### config.mk
export PLATFORM = sky130hd
export DESIGN_NAME = multi_entry_alarm_matcher
export DESIGN_NICKNAME = d
export VERILOG_FILES = /design/src/rtl/core/mea_pkg.sv /design/src/rtl/core/mea_ctrl.sv /design/src/rtl/core/mea_datapath.sv /design/src/rtl/core/multi_entry_alarm_matcher.sv
export SDC_FILE = /design/constraint.sdc
export NUM_CORES = 2
export LEC_CHECK = 0
export ABC_AREA = 0
export BUFFER_PORTS_ARGS = -buffer_cell sky130_fd_sc_hd__buf_2
export CORE_ASPECT_RATIO = 1.1
export CORE_UTILIZATION = 30
export CTS_BUF_LIST = sky130_fd_sc_hd__clkbuf_8
export CTS_CLUSTER_DIAMETER = 80
export DETAILED_ROUTE_END_ITERATION = 16
export SYNTH_ARGS = -nofsm -noshare
export SYNTH_HDL_FRONTEND = slang
export SYNTH_SLANG_ARGS = --single-unit
### constraint.sdc
create_clock -name aclk -period 22.8 [get_ports aclk]
set_clock_uncertainty 0.15 [all_clocks]
set_input_delay 1.14 -clock aclk [delete_from_list [all_inputs] [get_ports aclk]]
set_output_delay 1.14 -clock aclk [all_outputs]
set_load 0.005 [all_outputs]
### src/rtl/core/mea_pkg.sv
`timescale 1ns / 1ps
// ----------------------------------------------------------------------------
// mea_pkg
// Shared types and constants for the multi-entry alarm matcher.
// ----------------------------------------------------------------------------
package mea_pkg;

    // Default table depth.
    localparam int ALARM_ENTRIES_DEF = 16;

    // Event kinds carried in tuser.
    localparam logic [1:0] KIND_TICK   = 2'd0;
    localparam logic [1:0] KIND_BOOT   = 2'd1;
    localparam logic [1:0] KIND_RESUME = 2'd2;
    localparam logic [1:0] KIND_WRITE  = 2'd3;

    // Option word bit positions.
    localparam int OPT_ENABLE   = 0;
    localparam int OPT_HOUR12   = 1;
    localparam int OPT_BOOT     = 2;
    localparam int OPT_RESUME   = 3;
    localparam int OPT_INTERVAL = 4;
    localparam int OPT_BLINK    = 5;
    localparam int OPT_SOUND    = 6;
    localparam int OPT_REPEAT   = 7;
    localparam int OPT_HOURLY   = 8;
    localparam int OPT_RDELAY_LO = 9;
    localparam int OPT_IVAL_LO   = 25;
    localparam int OPT_BLINKS_LO = 41;

    // Timing constants in milliseconds and clock units.
    localparam logic [31:0] MS_PER_MIN  = 32'd60000;
    localparam logic [25:0] MS_PER_SEC  = 26'd1000;
    localparam logic [31:0] SUPPRESS_MS = 32'd60000;
    localparam logic [4:0]  HOURS_HALF  = 5'd12;
    localparam logic [4:0]  HOUR_PM1    = 5'd13;

    // Field widths.
    localparam int TDATA_IN_W  = 216;
    localparam int TDATA_OUT_W = 32;
    localparam int ENT_W       = 154;

    // One input word, unpacked.
    typedef struct packed {
        logic [1:0]  kind;
        logic [4:0]  hour;
        logic [5:0]  minute;
        logic [5:0]  second;
        logic [2:0]  weekday;
        logic [31:0] now_ms;
        logic [3:0]  entry_index;
        logic [23:0] hour_mask;
        logic [59:0] minute_mask;
        logic [6:0]  weekday_mask;
        logic [5:0]  match_second;
        logic [56:0] entry_options;
    } item_t;

    // Commands from the controller to the datapath.
    typedef struct packed {
        logic latch;
        logic write;
        logic start;
        logic read;
        logic mul;
        logic eval;
        logic flush;
    } cmd_t;

    // Status from the datapath to the controller.
    typedef struct packed {
        logic is_write;
        logic skip;
        logic walk_end;
        logic eval_stall;
        logic flush_done;
        logic hold_valid;
    } status_t;

endpackage

### src/rtl/core/mea_ctrl.sv
`timescale 1ns / 1ps
// ----------------------------------------------------------------------------
// mea_ctrl
// Sequencer that walks the alarm table one entry at a time.
// ----------------------------------------------------------------------------
module mea_ctrl (
    input  logic              aclk,
    input  logic              aresetn,
    input  logic              s_tvalid,
    output logic              s_tready,
    input  mea_pkg::status_t  status,
    output mea_pkg::cmd_t     cmd
);

    localparam logic [2:0] ST_IDLE  = 3'd0;
    localparam logic [2:0] ST_WRITE = 3'd1;
    localparam logic [2:0] ST_START = 3'd2;
    localparam logic [2:0] ST_READ  = 3'd3;
    localparam logic [2:0] ST_MUL   = 3'd4;
    localparam logic [2:0] ST_EVAL  = 3'd5;
    localparam logic [2:0] ST_FLUSH = 3'd6;

    logic [2:0] state_reg;
    logic [2:0] state_next;

    assign s_tready = (state_reg == ST_IDLE);

    // Next state and command decode.
    always_comb begin
        state_next = state_reg;
        cmd        = '0;
        unique case (state_reg)
            ST_IDLE: begin
                if (s_tvalid) begin
                    cmd.latch  = 1'b1;
                    state_next = ST_START;
                end
            end
            ST_START: begin
                if (status.is_write) begin
                    state_next = ST_WRITE;
                end else begin
                    cmd.start  = 1'b1;
                    state_next = status.skip ? ST_IDLE : ST_READ;
                end
            end
            ST_WRITE: begin
                cmd.write  = 1'b1;
                state_next = ST_IDLE;
            end
            ST_READ: begin
                cmd.read   = 1'b1;
                state_next = ST_MUL;
            end
            ST_MUL: begin
                cmd.mul    = 1'b1;
                state_next = ST_EVAL;
            end
            ST_EVAL: begin
                cmd.eval = 1'b1;
                if (!status.eval_stall) begin
                    state_next = status.walk_end ? ST_FLUSH : ST_READ;
                end
            end
            ST_FLUSH: begin
                cmd.flush = 1'b1;
                if (status.flush_done) begin
                    state_next = ST_IDLE;
                end
            end
            default: state_next = ST_IDLE;
        endcase
    end

    // State register.
    always_ff @(posedge aclk) begin
        if (!aresetn) begin
            state_reg <= ST_IDLE;
        end else begin
            state_reg <= state_next;
        end
    end

endmodule

### src/rtl/core/mea_datapath.sv
`timescale 1ns / 1ps
// ----------------------------------------------------------------------------
// mea_datapath
// Alarm table storage, per-entry match evaluation and result registers.
// ----------------------------------------------------------------------------
module mea_datapath #(
    parameter int ALARM_ENTRIES = mea_pkg::ALARM_ENTRIES_DEF
) (
    input  logic                            aclk,
    input  logic                            aresetn,
    input  mea_pkg::item_t                  item_in,
    input  mea_pkg::cmd_t                   cmd,
    output mea_pkg::status_t                status,
    output logic                            m_tvalid,
    input  logic                            m_tready,
    output logic [mea_pkg::TDATA_OUT_W-1:0] m_tdata,
    output logic                            m_tlast
);

    localparam int IDX_W = (ALARM_ENTRIES > 1) ? $clog2(ALARM_ENTRIES) : 1;
    localparam int WID_W = IDX_W + 4;

    // Stored table and per-entry flags.
    logic [mea_pkg::ENT_W-1:0] ent_mem [ALARM_ENTRIES];
    logic [31:0]               lf_mem  [ALARM_ENTRIES];
    logic [ALARM_ENTRIES-1:0]  valid_reg;
    logic [ALARM_ENTRIES-1:0]  pend_reg;
    logic [ALARM_ENTRIES-1:0]  needs_reg;

    mea_pkg::item_t item_reg;
    logic [31:0]    resume_ms_reg;
    logic [4:0]     chk_hour_reg;
    logic [5:0]     chk_min_reg;
    logic [IDX_W-1:0] idx_reg;

    // Registered read data and second-stage values.
    logic [mea_pkg::ENT_W-1:0] rd_ent_reg;
    logic [31:0]               rd_lf_reg;
    logic [4:0]                h_reg;
    logic                      hit_h_reg;
    logic                      hit_m_reg;
    logic                      hit_w_reg;
    logic [25:0]               rlim_reg;
    logic [31:0]               ilim_reg;
    logic [31:0]               since_res_reg;
    logic [31:0]               since_fire_reg;

    // Pending result and output register.
    logic        hold_valid_reg;
    logic [3:0]  hold_idx_reg;
    logic        hold_blink_reg;
    logic [15:0] hold_bsec_reg;
    logic        hold_snd_reg;
    logic [5:0]  hold_loops_reg;
    logic        out_valid_reg;
    logic [3:0]  out_idx_reg;
    logic        out_blink_reg;
    logic [15:0] out_bsec_reg;
    logic        out_snd_reg;
    logic [5:0]  out_loops_reg;
    logic        out_last_reg;

    // Write address decode.
    logic [WID_W-1:0] wr_wide;
    logic [IDX_W-1:0] wr_addr;
    logic             wr_in_range;
    logic             wr_en_opt;
    logic             wr_needs;
    logic [31:0]      wr_lf;

    assign wr_wide     = {{IDX_W{1'b0}}, item_reg.entry_index};
    assign wr_addr     = wr_wide[IDX_W-1:0];
    assign wr_in_range = (wr_wide < WID_W'(ALARM_ENTRIES));
    assign wr_en_opt   = item_reg.entry_options[mea_pkg::OPT_ENABLE];
    assign wr_needs    = wr_en_opt && ((item_reg.match_second != 6'd0)
                         || item_reg.entry_options[mea_pkg::OPT_INTERVAL]
                         || item_reg.entry_options[mea_pkg::OPT_RESUME]);
    assign wr_lf = (wr_en_opt && (item_reg.match_second == 6'd0)
                    && item_reg.entry_options[mea_pkg::OPT_INTERVAL]
                    && !item_reg.entry_options[mea_pkg::OPT_BOOT])
                   ? item_reg.now_ms : 32'd0;

    // Fields of the entry under evaluation.
    logic [23:0] e_hbits;
    logic [59:0] e_mbits;
    logic [6:0]  e_wbits;
    logic [5:0]  e_sec;
    logic [56:0] e_opt;
    logic [15:0] e_rdelay;
    logic [15:0] e_ival;

    assign e_hbits  = rd_ent_reg[23:0];
    assign e_mbits  = rd_ent_reg[83:24];
    assign e_wbits  = rd_ent_reg[90:84];
    assign e_sec    = rd_ent_reg[96:91];
    assign e_opt    = rd_ent_reg[153:97];
    assign e_rdelay = e_opt[mea_pkg::OPT_RDELAY_LO +: 16];
    assign e_ival   = e_opt[mea_pkg::OPT_IVAL_LO +: 16];

    // Hour conversion for the entry read last cycle.
    logic [4:0] h_conv;
    always_comb begin
        h_conv = item_reg.hour;
        if (e_opt[mea_pkg::OPT_HOUR12]) begin
            if (item_reg.hour == 5'd0) begin
                h_conv = mea_pkg::HOURS_HALF;
            end else if (item_reg.hour >= mea_pkg::HOUR_PM1) begin
                h_conv = item_reg.hour - mea_pkg::HOURS_HALF;
            end
        end
    end

    // Event qualification before the walk.
    logic is_tick;
    logic is_boot;
    logic is_resume;
    logic any_valid;
    logic need_sec;
    logic same_hm;

    assign is_tick   = (item_reg.kind == mea_pkg::KIND_TICK);
    assign is_boot   = (item_reg.kind == mea_pkg::KIND_BOOT);
    assign is_resume = (item_reg.kind == mea_pkg::KIND_RESUME);
    assign any_valid = |valid_reg;
    assign need_sec  = |(valid_reg & needs_reg);
    assign same_hm   = (chk_hour_reg == item_reg.hour) && (chk_min_reg == item_reg.minute);

    // Firing decision for the current entry.
    logic live;
    logic res_wait;
    logic fire_raw;
    logic pend_clr;
    logic fire;
    logic out_free;
    logic push_eval;
    logic push_flush;
    logic [5:0] loops;

    always_comb begin
        live     = valid_reg[idx_reg] && e_opt[mea_pkg::OPT_ENABLE];
        res_wait = is_resume && e_opt[mea_pkg::OPT_RESUME] && (e_rdelay != 16'd0);
        fire_raw = 1'b0;
        pend_clr = 1'b0;
        if (is_tick && hit_h_reg && hit_m_reg && hit_w_reg
            && ((e_sec == 6'd0) || (e_sec == item_reg.second))) begin
            fire_raw = 1'b1;
        end
        if (is_boot && e_opt[mea_pkg::OPT_BOOT]) begin
            fire_raw = 1'b1;
        end
        if (is_resume && e_opt[mea_pkg::OPT_RESUME] && (e_rdelay == 16'd0)) begin
            fire_raw = 1'b1;
            pend_clr = 1'b1;
        end
        if (is_tick && pend_reg[idx_reg] && (since_res_reg > 32'(rlim_reg))) begin
            fire_raw = 1'b1;
            pend_clr = 1'b1;
        end
        if (e_opt[mea_pkg::OPT_INTERVAL] && (e_ival != 16'd0) && hit_h_reg
            && hit_w_reg && (since_fire_reg > ilim_reg)) begin
            fire_raw = 1'b1;
        end
        fire = live && !res_wait && fire_raw
               && !(is_tick && (since_fire_reg < mea_pkg::SUPPRESS_MS));

        loops = 6'd0;
        if (e_opt[mea_pkg::OPT_SOUND]) begin
            loops = e_opt[mea_pkg::OPT_REPEAT] ? 6'h3F : 6'd0;
            if (e_opt[mea_pkg::OPT_HOURLY]) begin
                loops = {1'b0, h_reg};
            end
        end
    end

    assign out_free   = !out_valid_reg || m_tready;
    assign push_eval  = cmd.eval && fire && hold_valid_reg && out_free;
    assign push_flush = cmd.flush && hold_valid_reg && out_free;

    // Status toward the controller.
    always_comb begin
        status            = '0;
        status.is_write   = (item_reg.kind == mea_pkg::KIND_WRITE);
        status.skip       = !any_valid || (is_tick && !need_sec && same_hm);
        status.walk_end   = (idx_reg == IDX_W'(ALARM_ENTRIES - 1));
        status.eval_stall = fire && hold_valid_reg && !out_free;
        status.flush_done = !hold_valid_reg || out_free;
        status.hold_valid = hold_valid_reg;
    end

    // Table memories: one write port, registered read.
    always_ff @(posedge aclk) begin
        if (cmd.write && wr_in_range) begin
            ent_mem[wr_addr] <= {item_reg.entry_options, item_reg.match_second,
                                 item_reg.weekday_mask, item_reg.minute_mask,
                                 item_reg.hour_mask};
        end
        if (cmd.write && wr_in_range) begin
            lf_mem[wr_addr] <= wr_lf;
        end else if (cmd.eval && fire && !status.eval_stall) begin
            lf_mem[idx_reg] <= item_reg.now_ms;
        end
        if (cmd.read) begin
            rd_ent_reg <= ent_mem[idx_reg];
            rd_lf_reg  <= lf_mem[idx_reg];
        end
    end

    // Second stage: match bits, limits and elapsed times.
    always_ff @(posedge aclk) begin
        if (cmd.mul) begin
            h_reg          <= h_conv;
            hit_h_reg      <= (h_conv < 5'd24) && e_hbits[h_conv];
            hit_m_reg      <= (item_reg.minute < 6'd60) && e_mbits[item_reg.minute];
            hit_w_reg      <= (item_reg.weekday < 3'd7) && e_wbits[item_reg.weekday];
            rlim_reg       <= 26'(e_rdelay) * mea_pkg::MS_PER_SEC;
            ilim_reg       <= 32'(e_ival) * mea_pkg::MS_PER_MIN;
            since_res_reg  <= item_reg.now_ms - resume_ms_reg;
            since_fire_reg <= item_reg.now_ms - rd_lf_reg;
        end
    end

    // Item capture and walk index.
    always_ff @(posedge aclk) begin
        if (cmd.latch) begin
            item_reg <= item_in;
        end
        if (cmd.start) begin
            idx_reg <= '0;
        end else if (cmd.eval && !status.eval_stall && !status.walk_end) begin
            idx_reg <= idx_reg + 1'b1;
        end
    end

    // Control state: flags, resume time and the last checked minute.
    always_ff @(posedge aclk) begin
        if (!aresetn) begin
            valid_reg     <= '0;
            pend_reg      <= '0;
            needs_reg     <= '0;
            resume_ms_reg <= '0;
            chk_hour_reg  <= '0;
            chk_min_reg   <= '0;
        end else begin
            if (cmd.write && wr_in_range) begin
                valid_reg[wr_addr] <= 1'b1;
                pend_reg[wr_addr]  <= 1'b0;
                needs_reg[wr_addr] <= wr_needs;
            end
            if (cmd.start && !status.skip) begin
                if (is_tick && !need_sec) begin
                    chk_hour_reg <= item_reg.hour;
                    chk_min_reg  <= item_reg.minute;
                end
                if (is_resume) begin
                    resume_ms_reg <= item_reg.now_ms;
                end
            end
            if (cmd.eval && !status.eval_stall && live) begin
                if (res_wait) begin
                    pend_reg[idx_reg] <= 1'b1;
                end else if (pend_clr) begin
                    pend_reg[idx_reg] <= 1'b0;
                end
            end
        end
    end

    // Pending result: one firing is held until the next one or the walk end.
    always_ff @(posedge aclk) begin
        if (!aresetn) begin
            hold_valid_reg <= 1'b0;
        end else if (cmd.eval && fire && !status.eval_stall) begin
            hold_valid_reg <= 1'b1;
        end else if (push_flush) begin
            hold_valid_reg <= 1'b0;
        end
    end

    logic [WID_W-1:0] idx_wide;
    assign idx_wide = {4'd0, idx_reg};

    always_ff @(posedge aclk) begin
        if (cmd.eval && fire && !status.eval_stall) begin
            hold_idx_reg   <= idx_wide[3:0];
            hold_blink_reg <= e_opt[mea_pkg::OPT_BLINK];
            hold_bsec_reg  <= e_opt[mea_pkg::OPT_BLINK]
                              ? e_opt[mea_pkg::OPT_BLINKS_LO +: 16] : 16'd0;
            hold_snd_reg   <= e_opt[mea_pkg::OPT_SOUND];
            hold_loops_reg <= loops;
        end
    end

    // Output register.
    always_ff @(posedge aclk) begin
        if (!aresetn) begin
            out_valid_reg <= 1'b0;
        end else if (push_eval || push_flush) begin
            out_valid_reg <= 1'b1;
        end else if (m_tready) begin
            out_valid_reg <= 1'b0;
        end
    end

    always_ff @(posedge aclk) begin
        if (push_eval || push_flush) begin
            out_idx_reg   <= hold_idx_reg;
            out_blink_reg <= hold_blink_reg;
            out_bsec_reg  <= hold_bsec_reg;
            out_snd_reg   <= hold_snd_reg;
            out_loops_reg <= hold_loops_reg;
            out_last_reg  <= push_flush;
        end
    end

    assign m_tvalid = out_valid_reg;
    assign m_tlast  = out_last_reg;
    assign m_tdata  = {4'd0, out_loops_reg, out_snd_reg, out_bsec_reg,
                       out_blink_reg, out_idx_reg};

endmodule

### src/rtl/core/multi_entry_alarm_matcher.sv
`timescale 1ns / 1ps
// ----------------------------------------------------------------------------
// multi_entry_alarm_matcher
// Alarm table engine: entry writes load a slot, events walk the table and
// emit one result word per firing alarm.
// ----------------------------------------------------------------------------
// Sequence: an entry write is latched, checked and stored; an event is latched
//   and qualified, then each table entry is read, passed through the limit stage
//   and decided on, and a final flush emits the last held result.
// Throughput: one word at a time, set by the single shared evaluation unit.
//   A stalled port holds the walk at a firing entry or the flush if one is held.
// Reset: all slots invalid, no resume pending, times zero; slot contents are
//   undefined until written.
module multi_entry_alarm_matcher #(
    parameter int ALARM_ENTRIES = mea_pkg::ALARM_ENTRIES_DEF
) (
    input  logic         aclk,
    input  logic         aresetn,
    input  logic         s_tvalid,
    output logic         s_tready,
    // hour[4:0], minute[10:5], second[16:11], weekday[19:17], now_ms[51:20],
    // entry_index[55:52], hour_mask[79:56], minute_mask[139:80],
    // weekday_mask[146:140], match_second[152:147], entry_options[209:153]
    input  logic [215:0] s_tdata,
    // kind[1:0]
    input  logic [1:0]   s_tuser,
    output logic         m_tvalid,
    input  logic         m_tready,
    // alarm_index[3:0], blink_request[4], blink_seconds[20:5],
    // play_sound[21], loop_count[27:22]
    output logic [31:0]  m_tdata,
    output logic         m_tlast
);

    mea_pkg::item_t   item;
    mea_pkg::cmd_t    cmd;
    mea_pkg::status_t status;

    // Unpack the input word.
    always_comb begin
        item.kind          = s_tuser;
        item.hour          = s_tdata[4:0];
        item.minute        = s_tdata[10:5];
        item.second        = s_tdata[16:11];
        item.weekday       = s_tdata[19:17];
        item.now_ms        = s_tdata[51:20];
        item.entry_index   = s_tdata[55:52];
        item.hour_mask     = s_tdata[79:56];
        item.minute_mask   = s_tdata[139:80];
        item.weekday_mask  = s_tdata[146:140];
        item.match_second  = s_tdata[152:147];
        item.entry_options = s_tdata[209:153];
    end

    mea_ctrl u_ctrl (
        .aclk     (aclk),
        .aresetn  (aresetn),
        .s_tvalid (s_tvalid),
        .s_tready (s_tready),
        .status   (status),
        .cmd      (cmd)
    );

    mea_datapath #(
        .ALARM_ENTRIES (ALARM_ENTRIES)
    ) u_datapath (
        .aclk     (aclk),
        .aresetn  (aresetn),
        .item_in  (item),
        .cmd      (cmd),
        .status   (status),
        .m_tvalid (m_tvalid),
        .m_tready (m_tready),
        .m_tdata  (m_tdata),
        .m_tlast  (m_tlast)
    );

    // A new word is taken only with no firing left pending.
    assert property (@(posedge aclk) disable iff (!aresetn)
        s_tready |-> !status.hold_valid)
        else $error("input ready while a result is pending");

    // One word at a time: no acceptance in the cycle after one.
    assert property (@(posedge aclk) disable iff (!aresetn)
        (s_tvalid && s_tready) |=> !s_tready)
        else $error("two words accepted back to back");

    // The controller issues at most one command per cycle.
    assert property (@(posedge aclk) disable iff (!aresetn)
        $onehot0({cmd.latch, cmd.write, cmd.start, cmd.read, cmd.mul,
                  cmd.eval, cmd.flush}))
        else $error("overlapping controller commands");

endmodule
---- Word level (Yosys, flattened, before mapping) ----
Memory sizes are Yosys's and may differ from the RTL's. A register that Yosys moved wholly into a read port is not among the register bits.
Cells that the tools add are included.
storage, ports and cells
  bits in registers ....................... 491
  bits in latches ......................... 0
  bits in writable memories ............... 2976
  bits in read-only memories .............. 0
  input port bits ......................... 222
  output and inout bits ................... 35
  logic and storage cells ................. 230
  memories kept ........................... 2
memory list
  memory              words  bits a word  read ports  clocked after Yosys merged registers in  wr ports  RTL line            RTL
  u_datapath.ent_mem  16     154          1           1                                        1         mea_datapath.sv:24  logic [mea_pkg::ENT_W-1:0] ent_mem [ALARM_ENTRIES];
  u_datapath.lf_mem   16     32           1           1                                        1         mea_datapath.sv:25  logic [31:0] lf_mem [ALARM_ENTRIES];
operators by class
  $add $sub $neg .......................... 4
  multiply operators ...................... 2
  div/mod/pow operators ................... 0
  magnitude comparators ................... 15
  equal/unequal tests ..................... 16
  shift operators ......................... 0
  muxes and demuxes ....................... 61
  bitwise operators ....................... 8
  reduce and logical (&&, ||, !) cells .... 80
operators by type and width
  cell                    number
  $mux 16                 5
  $mux 32                 2
  $sub 32x32->32          2
  $and 16x16->16          3
  $logic_and 1x1->1       44
  $mux 1                  33
  $gt 32x26->1            1
  $gt 32x32->1            1
  $lt 32x16->1 const B    1
  $not 16->16             2
  $or 16x16->16           2
  $reduce_bool 16->1      2
  $reduce_or 16->1        2
  $reduce_or 32->1        1
  $mul 16x11->27 const B  1
  $mul 16x7->23 const B   1
  $mux 5                  4
  $pmux 3 s6              1
  $bwmux 16               1
  $logic_not 16->1        1
  $lt 4x5->1 const B      3
  $mux 3                  5
  $eq 6x6->1              2
  $logic_not 6->1         2
  other kinds (37)        64

---- Longest topological paths before layout ----
  word-level depth ........................ 21
  depth in mapped cells ................... 20
  mapped depth without buffers ............ 20

---- Hierarchy ----
Synthesis repeated with hierarchy kept, for this count alone.
second synthesis, totals
  cells, all modules ...................... 6668
  area total of the unflattened synthesis .. 145334.4 um^2
modules (own cells, without submodules)
  module        times used  cells each  area each (um^2)  sequential area each (um^2)
  mea_datapath  1           6635        145035.4          108634.2
  mea_ctrl      1           33          299.0             60.1

---- Worst setup path after synthesis ----
Ideal clock, no wire load.
  path type ............................... register -> register
  from .................................... register u_ctrl.state_reg[0]
  to ...................................... register u_datapath.needs_reg[12]
  setup time .............................. 128 ps
  data arrival time ....................... 12612 ps
  required time ........................... 22522 ps
  setup slack ............................. 9910 ps
  cell stages (with the launch flop) ...... 8
  path buffers ............................ 1
  clock period less this slack ............ 12890 ps
  cells stage by stage .................... dfxtp_1 -> clkbuf_1 -> inv_1 -> nor3_1 -> nand3_1 -> nor3_1 -> mux2i_1 -> nor2_1
between the ends
  longest elaborated chain between the ends .. 3
ends and longest elaborated chain
  element                        RTL line             RTL
  start, declared                mea_ctrl.sv:23       logic [2:0] state_reg;
  start signal, assigned         mea_ctrl.sv:80       state_reg <= state_next;
  $eq 3x1->1                     mea_ctrl.sv:32       unique case (state_reg)
  $mux 1                         mea_ctrl.sv:32
  $logic_and 1x1->1              mea_datapath.sv:244  if (cmd.write && wr_in_range) begin
  end signal, assigned by index  mea_datapath.sv:247  needs_reg[wr_addr] <= wr_needs;
  end, declared                  mea_datapath.sv:28   logic [ALARM_ENTRIES-1:0] needs_reg;
No other way between the ends.
A chain may end at the register's enable or synchronous reset.

---- Worst setup path after layout ----
  from .................................... register u_datapath.idx_reg[0]
  to ...................................... memory u_datapath.lf_mem[12][4], enable pin
between the ends
  longest elaborated chain between the ends .. 17
  elaborated cells between the ends (all ways) .. 23
  those cells by class .................... mux (11); reduce/logical (12)
ends and longest elaborated chain
  element                                                   RTL line             RTL
  start, declared                                           mea_datapath.sv:34   logic [IDX_W-1:0] idx_reg;
  start signal, assigned                                    mea_datapath.sv:230  idx_reg <= idx_reg + 1'b1;
  $bmux 1 s4                                                mea_datapath.sv:155  if (is_tick && pend_reg[idx_reg] && (since_res_reg > 32'(rlim_reg))) begin
  $mux 1 (implied by the code)                              mea_datapath.sv:155
  $logic_and 1x1->1 (2 in a row)                            mea_datapath.sv:155
  $mux 1                                                    mea_datapath.sv:155
  $mux 1                                                    mea_datapath.sv:159  if (e_opt[mea_pkg::OPT_INTERVAL] && (e_ival != 16'd0) && hit_h_reg
  $logic_and 1x1->1                                         mea_datapath.sv:163  fire = live && !res_wait && fire_raw
  $logic_and 1x1->1                                         mea_datapath.sv:164  && !(is_tick && (since_fire_reg < mea_pkg::SUPPRESS_MS));
  $logic_and 1x1->1 (2 in a row)                            mea_datapath.sv:185  status.eval_stall = fire && hold_valid_reg && !out_free;
  $logic_not 1->1                                           mea_datapath.sv:199  end else if (cmd.eval && fire && !status.eval_stall) begin
  $logic_and 1x1->1                                         mea_datapath.sv:199
  $mux 1                                                    mea_datapath.sv:199
  $mux 1                                                    mea_datapath.sv:197  if (cmd.write && wr_in_range) begin
  $mux 1 (implied by the code)                              mea_datapath.sv:200  lf_mem[idx_reg] <= item_reg.now_ms;
  $reduce_or 32->1 (no source line)                         -
  $mux 4 (no source line) / $mux 1 (equally long branches)  -
  end, declared                                             mea_datapath.sv:25
Several ways; a longest one is shown, not always the timed one. The select of a mux whose other input is x is not followed.

==> impl_metrics.xml <==
<?xml version="1.0" encoding="UTF-8"?>
<metrics>
  <group name="critical_path">
    <metric name="path_max_fanout" unit="">42</metric>
    <metric name="timing.critical_path.required" unit="ps">23380</metric>
    <metric name="endpoint_arrival_time_on_the_critical_path" unit="ps">7010</metric>
    <metric name="crit_type" unit="">flop to flop</metric>
    <metric name="cp-start-kind" unit="">flop</metric>
    <metric name="end_kind" unit="">flop</metric>
  </group>
  <group name="logic_synthesis">
    <metric name="synth_area_leaders" unit="">edfxtp_1, mux4_2, ha_1</metric>
    <metric name="async_flop_share" unit="%">0</metric>
    <metric name="syn_area" unit="um^2">145000</metric>
    <metric name="seq_area_frac_synth" unit="%">74.9</metric>
    <metric name="synth_enable_flop_cells" unit="">3553</metric>
    <metric name="postSynthAreaPerCell" unit="um^2">21.7</metric>
    <metric name="synth_flop_cell" unit="">edfxtp_1</metric>
    <metric name="synth_cells" unit="">6687</metric>
    <metric name="ys_ff_latch" unit="">3653</metric>
    <metric name="synth_unique_cells" unit="">75</metric>
    <metric name="synth_top_cell_area_share" unit="%">73.5</metric>
    <metric name="netlist.top_cell.by_area" unit="">edfxtp_1</metric>
    <metric name="yosysWarningCount" unit="">0</metric>
  </group>
  <group name="power">
    <metric name="vdd_drop_max" unit="uV">56.2</metric>
    <metric name="power-per-cell-area" unit="nW/um^2">82.5</metric>
    <metric name="power.static_leakage" unit="nW">52.6</metric>
    <metric name="comb_power_share" unit="%">6.2</metric>
    <metric name="clockPowerShare" unit="%">38.3</metric>
    <metric name="switching_share" unit="%">23.5</metric>
    <metric name="power_report.internal_total" unit="mW">10.6</metric>
    <metric name="power.share.sequential" unit="%">55.5</metric>
    <metric name="switchingPower" unit="mW">3.25</metric>
  </group>
  <group name="placement">
    <metric name="dp.final_hpwl" unit="mm">190</metric>
    <metric name="pre_cts_slack" unit="ps">16280</metric>
    <metric name="gp_congestion" unit="">0.826</metric>
    <metric name="port_buffers" unit="">246</metric>
  </group>
  <group name="global_route">
    <metric name="grt_antenna_before_repair" unit="">50</metric>
    <metric name="grt_pass1_wl" unit="mm">512</metric>
    <metric name="grt_use_total" unit="%">14.4</metric>
    <metric name="grt_pass1_vias" unit="">73300</metric>
    <metric name="grt_max_degree" unit="">152</metric>
    <metric name="globalRoute.totalOverflow" unit="">0</metric>
  </group>
  <group name="cts">
    <metric name="path_clk_slew" unit="ps">60</metric>
    <metric name="clkLatencyLatePin" unit="ps">1230</metric>
    <metric name="clock_tree.root_cell" unit="">clkbuf_8</metric>
    <metric name="post_cts_buffers" unit="">0</metric>
    <metric name="ctsHoldBuffers" unit="">185</metric>
    <metric name="tritoncts.num_buffers" unit="">607</metric>
    <metric name="cts.sinks" unit="">3653</metric>
    <metric name="cts_tree" unit="">yes</metric>
    <metric name="clk_path_buf_depth" unit="">4</metric>
    <metric name="post_cts_resize_count" unit="">0</metric>
    <metric name="htree_num_levels" unit="">6</metric>
  </group>
  <group name="sta">
    <metric name="relSlewSlack" unit="%">12.8</metric>
    <metric name="rsz0062_at_grt" unit="">no</metric>
    <metric name="worst_slew_pin_slew" unit="ps">1310</metric>
    <metric name="finalCritPeriodShare" unit="%">28.2</metric>
    <metric name="final-max-slew-violation-count" unit="">0</metric>
    <metric name="final-hold-violation-count" unit="">0</metric>
    <metric name="achievable-frequency" unit="MHz">156</metric>
    <metric name="final_setup_fails" unit="">0</metric>
    <metric name="post-route-worst-setup-slack" unit="ps">16370</metric>
    <metric name="tns" unit="ps">0</metric>
    <metric name="fin_crit" unit="ps">6430</metric>
  </group>
  <group name="die">
    <metric name="floorplan.core_area" unit="um^2">481000</metric>
    <metric name="placement_rows" unit="">267</metric>
    <metric name="fp.dieW" unit="um">665</metric>
    <metric name="die_h" unit="um">732</metric>
    <metric name="initial_utilization" unit="%">30.2</metric>
    <metric name="top_level_ports" unit="">257</metric>
    <metric name="fp.dieArea" unit="um^2">487000</metric>
  </group>
  <group name="cells_and_area">
    <metric name="fin_nets" unit="">8184</metric>
    <metric name="layout-drive-gt1-share" unit="%">26.4</metric>
    <metric name="largest_register_ffs" unit="">2464</metric>
    <metric name="syn_to_final_growth" unit="%">15.3</metric>
  </group>
  <group name="detailed_routing">
    <metric name="drt_first_pass_iters" unit="">6</metric>
    <metric name="via_count" unit="">69800</metric>
    <metric name="drtIter0Drc" unit="">7139</metric>
    <metric name="vias_per_cell" unit="">4.86</metric>
    <metric name="drt-wirelength-per-cell" unit="um">25.0</metric>
    <metric name="route.final.wire_length" unit="mm">359</metric>
    <metric name="antenna_violating_nets_post_route" unit="">0</metric>
    <metric name="drc" unit="">0</metric>
  </group>
  <group name="hold_path">
    <metric name="min_path_type" unit="">input port to flop</metric>
  </group>
  <group name="run_status">
    <metric name="outcome" unit="">finished clean</metric>
  </group>
  <group name="run">
    <metric name="maxCapViolations" unit="">0</metric>
  </group>
</metrics>
==> worst paths after layout <==
| check | start | endpoint | slack [ps] | cells past startpoint |
|---|---|---|---|---|
| setup / recovery | u_datapath.idx_reg[0] | u_datapath.lf_mem[12][4] | 16370 | 10 |
| hold / removal | s_tdata[72] | u_datapath.item_reg[146] | 120 | 1 |
| setup reg to reg | u_datapath.idx_reg[0] | u_datapath.lf_mem[12][4] | 16370 | 10 |
| hold reg to reg | u_datapath.hold_bsec_reg[15] | u_datapath.out_bsec_reg[15] | 260 | 0 |
==> worst max-delay path, stage by stage, from the launching register on <==
cell and delay [ps]:
dfxtp_4 880, buf_4 750, buf_4 820, mux4_2 420
mux4_2 480, and2_1 220, nand3_1 160, a211o_2 730
mux2_2 500, o32ai_4 110, buf_4 630
==> area by class of cell <==
cell class                 count  area, um^2
clock inverter               431        2310
multi-input combinational   2456       34500
clock buffer                 621        8550
antenna                       17        42.5
inverter                     323        1300
sequential                  3653      109000
timing repair buffer         540        4030
fill                       44500      314000
tap                         6321        7910
==> power by group through the flow <==
| stage | clock [mW] | combinational, mW | sequential (mW) |
|---|---|---|---|
| 5_1_grt | 5.70 | 0.943 | 7.68 |
| 4_1_cts | 5.43 | 0.877 | 7.66 |
| 3_3_place_gp | 0 | 0.844 | 7.78 |
| 3_5_place_dp | 0 | 0.845 | 7.80 |
| 6_report | 5.29 | 0.856 | 7.66 |
| 2_1_floorplan | 0 | 0.613 | 7.75 |
==> cell usage after synthesis (6+ instances only) <==
library cell     n
a21oi_1        118
nand2b_1        34
edfxtp_1      3553
fa_1           117
clkbuf_1       172
o211ai_1         8
a21o_1          62
a22oi_1          8
mux4_2         966
buf_2           15
a31oi_1         11
o21ai_0         61
xnor2_1         74
ha_1           264
inv_1          323
mux2i_1         52
nand4_1         25
o21a_1          16
a211oi_1        22
nand3_1         24
a211o_1          7
nor4_1          25
nor2b_1         25
buf_4            6
and2_1          57
buf_1           65
and3_1          23
o31ai_1         20
dfxtp_1        100
o21bai_1        14
nand2_1        110
xor2_1          39
nor2_1         162
or3_1            6
nor3_1          23
==> logic make-up (layout without fill, tap and decap cells) <==
| logic type | Yosys count | count (layout) | share of synthesized area (%) |
|---|---|---|---|
| AND/OR/NAND/NOR | 537 | 537 | 1.84 |
| other | 1 | 21 | 0.00258 |
| XOR/XNOR | 113 | 113 | 0.682 |
| flip-flops | 3653 | 3653 | 74.9 |
| multiplexers | 1020 | 1020 | 15.4 |
| AO/OA/AOI/OAI | 401 | 401 | 1.82 |
| adder cells (fa/ha/maj) | 381 | 381 | 3.89 |
| buffers and inverters | 581 | 1915 | 1.53 |
==> per-layer routing <==
| metal | GRT usage [%] | up-vias | wire, um |
|---|---|---|---|
| met5 | 0 | - | 188 |
| met4 | 3.95 | 28 | 8400 |
| met3 | 3.99 | 581 | 30900 |
| met2 | 23.3 | 2661 | 173000 |
| met1 | 18.9 | 37200 | 147000 |
| li1 | - | 29400 | - |
==> metrics by stage <==
step / util [%] / instance area, um^2 / power, mW / std cells / hold WS [ps]
after floorplan: - / 145000 / 8.36 / 6690 / 250
after global placement: 32.1 / 155000 / 8.63 / 13100 / 258
after CTS: 34.8 / 167000 / 14.0 / 14300 / 4.00
after detailed placement: 32.1 / 155000 / 8.64 / 13100 / 257
after global routing: 34.8 / 167000 / 14.3 / 14300 / 30.8
final: 34.8 / 167000 / 13.8 / 14400 / 117
==> placed cells by master (no fill, tap or decap), types with 99 or more instances in the layout <==
cell / synthesis / final
nand2_1: 110 / 109
fa_1: 117 / 117
clkbuf_8: 0 / 621
edfxtp_1: 3553 / 3553
buf_4: 6 / 99
dlygate4sd3_1: 0 / 185
clkinv_1: 0 / 134
inv_1: 323 / 500
nor2_1: 162 / 156
mux4_2: 966 / 966
ha_1: 264 / 264
a21oi_1: 118 / 118
buf_2: 15 / 246
No activity file was read; power rests on OpenSTA's default activity.
